===== config.mk =====
export PLATFORM = sky130hd
export DESIGN_NAME = sem_ctrl
export DESIGN_NICKNAME = d
export VERILOG_FILES = /design/src/rtl/sem_pkg.sv /design/src/rtl/sem_ctrl.sv
export SDC_FILE = /design/constraint.sdc
export NUM_CORES = 1
export LEC_CHECK = 0
export ABC_AREA = 0
export ABC_CLOCK_PERIOD_IN_PS = 2550
export BUFFER_PORTS_ARGS = -buffer_cell sky130_fd_sc_hd__buf_2
export CORE_AREA = 2 2 39 41
export CTS_CLUSTER_DIAMETER = 50
export DETAILED_ROUTE_END_ITERATION = 8
export DIE_AREA = 0 0 41 43
export GPL_TIMING_DRIVEN = 0
export RECOVER_POWER = 100
export SETUP_SLACK_MARGIN = 0.5
export SYNTH_ARGS = -nofsm -noshare
export SYNTH_HDL_FRONTEND = slang
export SYNTH_SLANG_ARGS = --single-unit

===== constraint.sdc =====
create_clock -name i_clk -period 2.55 [get_ports i_clk]
set_input_delay 0.51 -clock i_clk [delete_from_list [all_inputs] [get_ports i_clk]]
set_output_delay 0.51 -clock i_clk [all_outputs]
set_load 0.005 [all_outputs]

===== src/rtl/sem_pkg.sv =====
// shared constants, types and kernel helpers for the sobel edge magnitude block
`default_nettype none

package sem_pkg;

    localparam int MAX_WIDTH = 1024;
    localparam int COL_W     = $clog2(MAX_WIDTH);
    localparam int IMG_W_W   = 11;
    localparam int IMG_H_W   = 12;
    localparam int CFG_W     = 12;
    localparam int CFG_IDX_W = 1;
    localparam int CMP_W     = (COL_W + 1 > IMG_W_W) ? COL_W + 1 : IMG_W_W;
    localparam int PIX_W     = 8;
    localparam int GRAD_W    = 10;
    localparam int SQ_W      = 18;

    localparam logic [IMG_W_W-1:0] WIDTH_RESET  = IMG_W_W'(640);
    localparam logic [IMG_H_W-1:0] HEIGHT_RESET = IMG_H_W'(480);
    localparam int                 MIN_DIM      = 3;
    localparam logic [SQ_W-1:0]    ROOT_START   = SQ_W'(1) << 16;
    localparam logic [PIX_W-1:0]   MAG_MAX      = PIX_W'(255);

    localparam logic [CFG_IDX_W-1:0] CFG_IMAGE_WIDTH  = 1'b0;
    localparam logic [CFG_IDX_W-1:0] CFG_IMAGE_HEIGHT = 1'b1;

    typedef logic signed [2:0] t_coef;

    localparam t_coef KX [0:8] = '{-3'sd1, 3'sd0, 3'sd1,
                                   -3'sd2, 3'sd0, 3'sd2,
                                   -3'sd1, 3'sd0, 3'sd1};
    localparam t_coef KY [0:8] = '{-3'sd1, -3'sd2, -3'sd1,
                                    3'sd0,  3'sd0,  3'sd0,
                                    3'sd1,  3'sd2,  3'sd1};

    typedef struct packed {
        logic capture;
        logic load;
        logic square;
        logic root_step;
        logic out_load;
    } t_sem_cmd;

    typedef struct packed {
        logic has_result;
        logic root_last;
        logic out_free;
    } t_sem_stat;

    // pixel times coefficient, floored by 4
    function automatic logic signed [GRAD_W-1:0] sobel_term(input logic [PIX_W-1:0] p,
                                                            input t_coef k);
        logic signed [PIX_W+2:0] prod;
        prod = $signed({3'b000, p}) * k;
        return GRAD_W'(prod >>> 2);
    endfunction

endpackage

`default_nettype wire


===== src/rtl/sem_ctrl.sv =====
// controller state machine sequencing one pixel request through the datapath
`default_nettype none

module sem_ctrl import sem_pkg::*; (
    input  wire logic      i_clk,
    input  wire logic      i_rst_n,
    input  wire logic      i_in_valid,
    input  wire t_sem_stat i_stat,
    output logic           o_in_ready,
    output t_sem_cmd       o_cmd
);

    localparam logic [2:0] ST_IDLE   = 3'd0;
    localparam logic [2:0] ST_LOAD   = 3'd1;
    localparam logic [2:0] ST_SQUARE = 3'd2;
    localparam logic [2:0] ST_ROOT   = 3'd3;
    localparam logic [2:0] ST_HOLD   = 3'd4;

    logic [2:0] r_state, n_state;

    always_comb begin
        n_state    = r_state;
        o_cmd      = '0;
        o_in_ready = 1'b0;
        unique case (r_state)
            ST_IDLE: begin
                o_in_ready    = 1'b1;
                o_cmd.capture = i_in_valid;
                if (i_in_valid) begin
                    n_state = ST_LOAD;
                end
            end
            ST_LOAD: begin
                // line store data is back, window shifts and stores are written
                o_cmd.load = 1'b1;
                n_state    = i_stat.has_result ? ST_SQUARE : ST_IDLE;
            end
            ST_SQUARE: begin
                o_cmd.square = 1'b1;
                n_state      = ST_ROOT;
            end
            ST_ROOT: begin
                o_cmd.root_step = 1'b1;
                if (i_stat.root_last) begin
                    n_state = ST_HOLD;
                end
            end
            ST_HOLD: begin
                if (i_stat.out_free) begin
                    o_cmd.out_load = 1'b1;
                    n_state        = ST_IDLE;
                end
            end
            default: begin
                n_state = ST_IDLE;
            end
        endcase
    end

    always_ff @(posedge i_clk) begin
        if (!i_rst_n) begin
            r_state <= ST_IDLE;
        end else begin
            r_state <= n_state;
        end
    end

endmodule

`default_nettype wire


[After elaboration in Yosys (flattened, before gate mapping)]
Index checks and enable logic that the tools add are counted.
Storage, ports and cells
  logic and storage cells: 22
  input bits: 6
  output and inout bits: 6
  flip-flop bits (word level): 3
Operators by class
  mux-type cells: 12
  equality and inequality tests: 7
  reduce and logical (&&, ||, !) cells: 2
Operator list (number)
  $pmux W3 S5: 1
  $mux W3: 3
  $mux W1: 7
  $eq A3 B2 Y1 const B: 2
  $ne A2 B2 Y1 const B: 3
  $eq A3 B1 Y1 const B: 1
  $eq A3 B3 Y1 const B: 1
  $logic_not A3 Y1: 1
  $reduce_and A3 Y1: 1
  $mux W2: 1

[Depth between registers and ports, before layout]
  word-level depth: 3
  gate-level depth with buffers: 2
  gate-level depth less buffers: 2

[Least setup slack after synthesis]
No wires, ideal clock.
  kind: reg2out
  from: register r_state[0]
  to: output o_cmd[4] (netlist name)
  slack: 1.286 ns
  buffers on the path: 0
  cell stages (with the launch flop): 3
  data arrival time: 0.754 ns
  required time: 2.040 ns
  cells stage by stage: dfxtp_1 nor3_1 and2_1
RTL lines
  from (decl): line sem_ctrl.sv:19  | logic [2:0] r_state, n_state;
  from (signal assigned): line sem_ctrl.sv:64  | r_state <= n_state;
  to (decl): line sem_ctrl.sv:10  | output t_sem_cmd o_cmd

==> summary.md <==
| Metric | Value |
|---|---|
| Result of the run | completed |
| Die width | 41 um |
| Number of placed I/O pins | 12 |
| Number of antenna violations at the first check in global routing | 0 |
| Min-Delay Path Depth | 2 |
| Buffers & Inverters on Critical Path | 1 |
| Initial core utilization | 13.1% |
| Hold_sp | i_stat[1] |
| Period utilization | 64.0% |
| Worst Path Max Fanout | 6 |
| DR vias | 195 |
| Sequence of cells on the critical path | nor3b_1 > and2_0 > buf_2 |
| Proportion of synthesized chip area in sequential cells | 33.1% |
| Transition time at the pin with the least slew margin | 0.240 ns |
| Clock root buffer | sky130_fd_sc_hd__clkbuf_4 |
| CTS tree | done |
| Max Clock Freq | 0.613 GHz |
| Via-to-Cell Ratio | 3.82 |
| Post-CTS Setup Inserts | 0 |
| Total of cells resized after clock tree synthesis | 0 |
| Ant diodes | 0 |
| Cell count of the worst reg-to-reg path | 2 |
| Final non-filler cell total | 51 |
| Detail Placement HPWL | 313 um |
| Biggest area contributors in the synthesized netlist | sky130_fd_sc_hd__dfxtp_1 (33%), sky130_fd_sc_hd__nor3b_1 (12%), sky130_fd_sc_hd__and2_1 (6.9%) |
| Global-route total usage across every layer | 6.43% |
| DR iter-0 viols | 5 |
| Worst hold endpoint | r_state[2]$_SDFFE_PN0P_ |
| Hold-fix buffers, CTS | 0 |
| Library cell contributing the largest single delay on the critical path | sky130_fd_sc_hd__dfxtp_1 |
| Critical path's largest stage delay | 0.38 ns |
| Critical path capture point type | output port |
| Global-route wire length before repair | 669 um |
| Worst-path clk slew | 0.04 ns |
| Fraction of layout cells with a size suffix above 1 | 37.1% |
| Register-to-register setup slack | 1.60 ns |
| Die outline area | 1760 um2 |
| Clk buf depth | 2 |
| Number of warnings reported in the yosys synthesis log | 0 |
| Setup TNS Final | 0 ns |
| Dominant cell type by area after synthesis | sky130_fd_sc_hd__dfxtp_1 |
| Count of unique library cells instantiated by Yosys | 13 |
| Remaining antenna violation count after routing | 0 |
| Routed Wire Length | 403 um |
| Max-slew violation count | 0 |
| Register bit total from synthesis | 3 |
| Num rows | 14 |
| Total count of hold-check failures in the final report | 0 |
| Routability-driven placement congestion ratio | 0.589 |
| Maximum number of pins on one net before global-route repair | 10 |
| Number of buffers added on ports | 11 |
| Arr. time, crit path | 1.12 ns |
| Synth Net Count | 26 |
| Time the worst path needs with I/O delays and setup | 1.63 ns |
| Kind of start point of the critical path | flip-flop |
| # DRC | 0 |
| Cells after synthesis | 20 |
| Mean area per synthesized cell | 9.07 um2 |
| Count of cell instances traversed by the critical path | 3 |
| Share of the synthesized area in the top cell type | 33.1% |
| Synth Cell Area | 181 um2 |
| Area Growth Syn to Fin | 53.8% |
| Worst min path class | in -> reg |
| Static Leak | 0.127 nW |
| Final setup skew | 0.000161 ns |
| Largest registers in the final layout | r_state x3 |
| Worst EP required | 2.04 ns |
| Critical path's top delay family | simple AND/OR/NAND/NOR gates |
| Reg-to-reg endpoint | r_state[2]$_SDFFE_PN0P_ |
| Pwr dens | 564 nW/um2 |
| Top reg by flops | r_state |
| Htree depth | 1 |
| Final setup violation count | 0 |
| Max FFs per register | 3 |
| Residual overflow from global routing | 0 |
| Number of detailed-routing iterations run before antenna repair | 2 |
| Worst relative slew slack | 84.0% |
| Cell Count Post-Placement | 47 |
| Minimum hold slack | 0.546 ns |
| Net total in the final layout | 42 |
| R2R Path Start | r_state[2]$_SDFFE_PN0P_ |
| Number of CTS-inserted buffers | 3 |
| Worst-skew pair later-pin latency | 0.23 ns |
| Largest voltage drop on the vdd net | 127 uV |
| Vertical extent of the die | 43 um |
| DR WL/cell | 7.90 um |
| RSZ-0062 raised after global routing | no |
| Worst path setup slack after routing | 0.918 ns |
| Max-cap violation count | 0 |
| Placeable core region | 1380 um2 |
| Worst setup path category | reg -> out |
| Clock net sink count | 3 |
| Via count of the first global-routing pass | 188 |
| Placement-stage worst setup slack | 1.16 ns |
## layout make-up
type	count	area [um2]
sequential	3	60.1
tap	16	20.0
multi-input combinational	16	114
clock buffer	4	26.3
timing repair buffer	11	51.3
fill	173	1100
buffer	1	7.51
## cell usage after synthesis
library cell,count
sky130_fd_sc_hd__o21bai_1,1
sky130_fd_sc_hd__nor2b_1,1
sky130_fd_sc_hd__buf_4,1
sky130_fd_sc_hd__nor3_1,1
sky130_fd_sc_hd__dfxtp_1,3
sky130_fd_sc_hd__and2_1,2
sky130_fd_sc_hd__and3b_1,1
sky130_fd_sc_hd__nor3b_1,3
sky130_fd_sc_hd__a21bo_1,1
sky130_fd_sc_hd__a32o_2,1
sky130_fd_sc_hd__nand3b_1,1
sky130_fd_sc_hd__a21oi_1,2
sky130_fd_sc_hd__nand2b_1,2
## stage by stage
step / area (um2) / util (%) / power [mW]
finish: 279 / 20.2 / 0.157
global route: 279 / 20.2 / 0.173
CTS: 283 / 20.4 / 0.164
detailed placement: 256 / 18.5 / 0.0775
global placement: 256 / 18.5 / 0.0773
floorplan: 181 / - / 0.0654
## metal layers
layer	track usage (%)	vias to the layer above	part of all wire [%]
met3	4.71	0	10
met4	8.00	0	0
li1	-	102	-
met1	6.43	86	39
met5	0	-	0
met2	7.19	7	51
## cells in the final DEF, fill, tap and decap left out
cell	count
sky130_fd_sc_hd__dfxtp_1	3
sky130_fd_sc_hd__clkbuf_4	4
sky130_fd_sc_hd__nand2b_1	2
sky130_fd_sc_hd__o21bai_1	1
sky130_fd_sc_hd__a21oi_1	2
sky130_fd_sc_hd__a21bo_1	1
sky130_fd_sc_hd__clkbuf_1	4
sky130_fd_sc_hd__and2_0	2
sky130_fd_sc_hd__buf_2	8
sky130_fd_sc_hd__and3b_1	1
sky130_fd_sc_hd__nand3b_1	1
sky130_fd_sc_hd__nor3b_1	3
sky130_fd_sc_hd__a32o_2	1
sky130_fd_sc_hd__nor2b_1	1
sky130_fd_sc_hd__nor3_1	1
## kinds of logic (layout without fill, tap and decap cells)
logic type / count (synthesis) / count (layout) / synth area share [%]
compound gates: 5 / 5 / 21.4
flops: 3 / 3 / 33.1
simple gates: 11 / 11 / 41.4
buf+inv: 1 / 16 / 4.14
## worst max path at each step
stage	from	end	slack, ns
global placement	r_state[2]$_SDFFE_PN0P_	o_cmd[0]	1.16
finish	r_state[2]$_SDFFE_PN0P_	o_cmd[0]	0.92
global route	r_state[2]$_SDFFE_PN0P_	o_cmd[0]	0.79
detailed placement	r_state[2]$_SDFFE_PN0P_	o_cmd[0]	1.16
CTS	r_state[2]$_SDFFE_PN0P_	o_cmd[0]	0.90
floorplan	r_state[0]$_SDFFE_PN0P_	o_cmd[4]	1.29
## report_power, final
group	total, mW	internal [mW]	switching [mW]
sequential	0.0541	0.0497	0.00442
combinational	0.0213	0.0126	0.00870
clock	0.0819	0.0586	0.0233
Power figures use the tool's default switching activity.
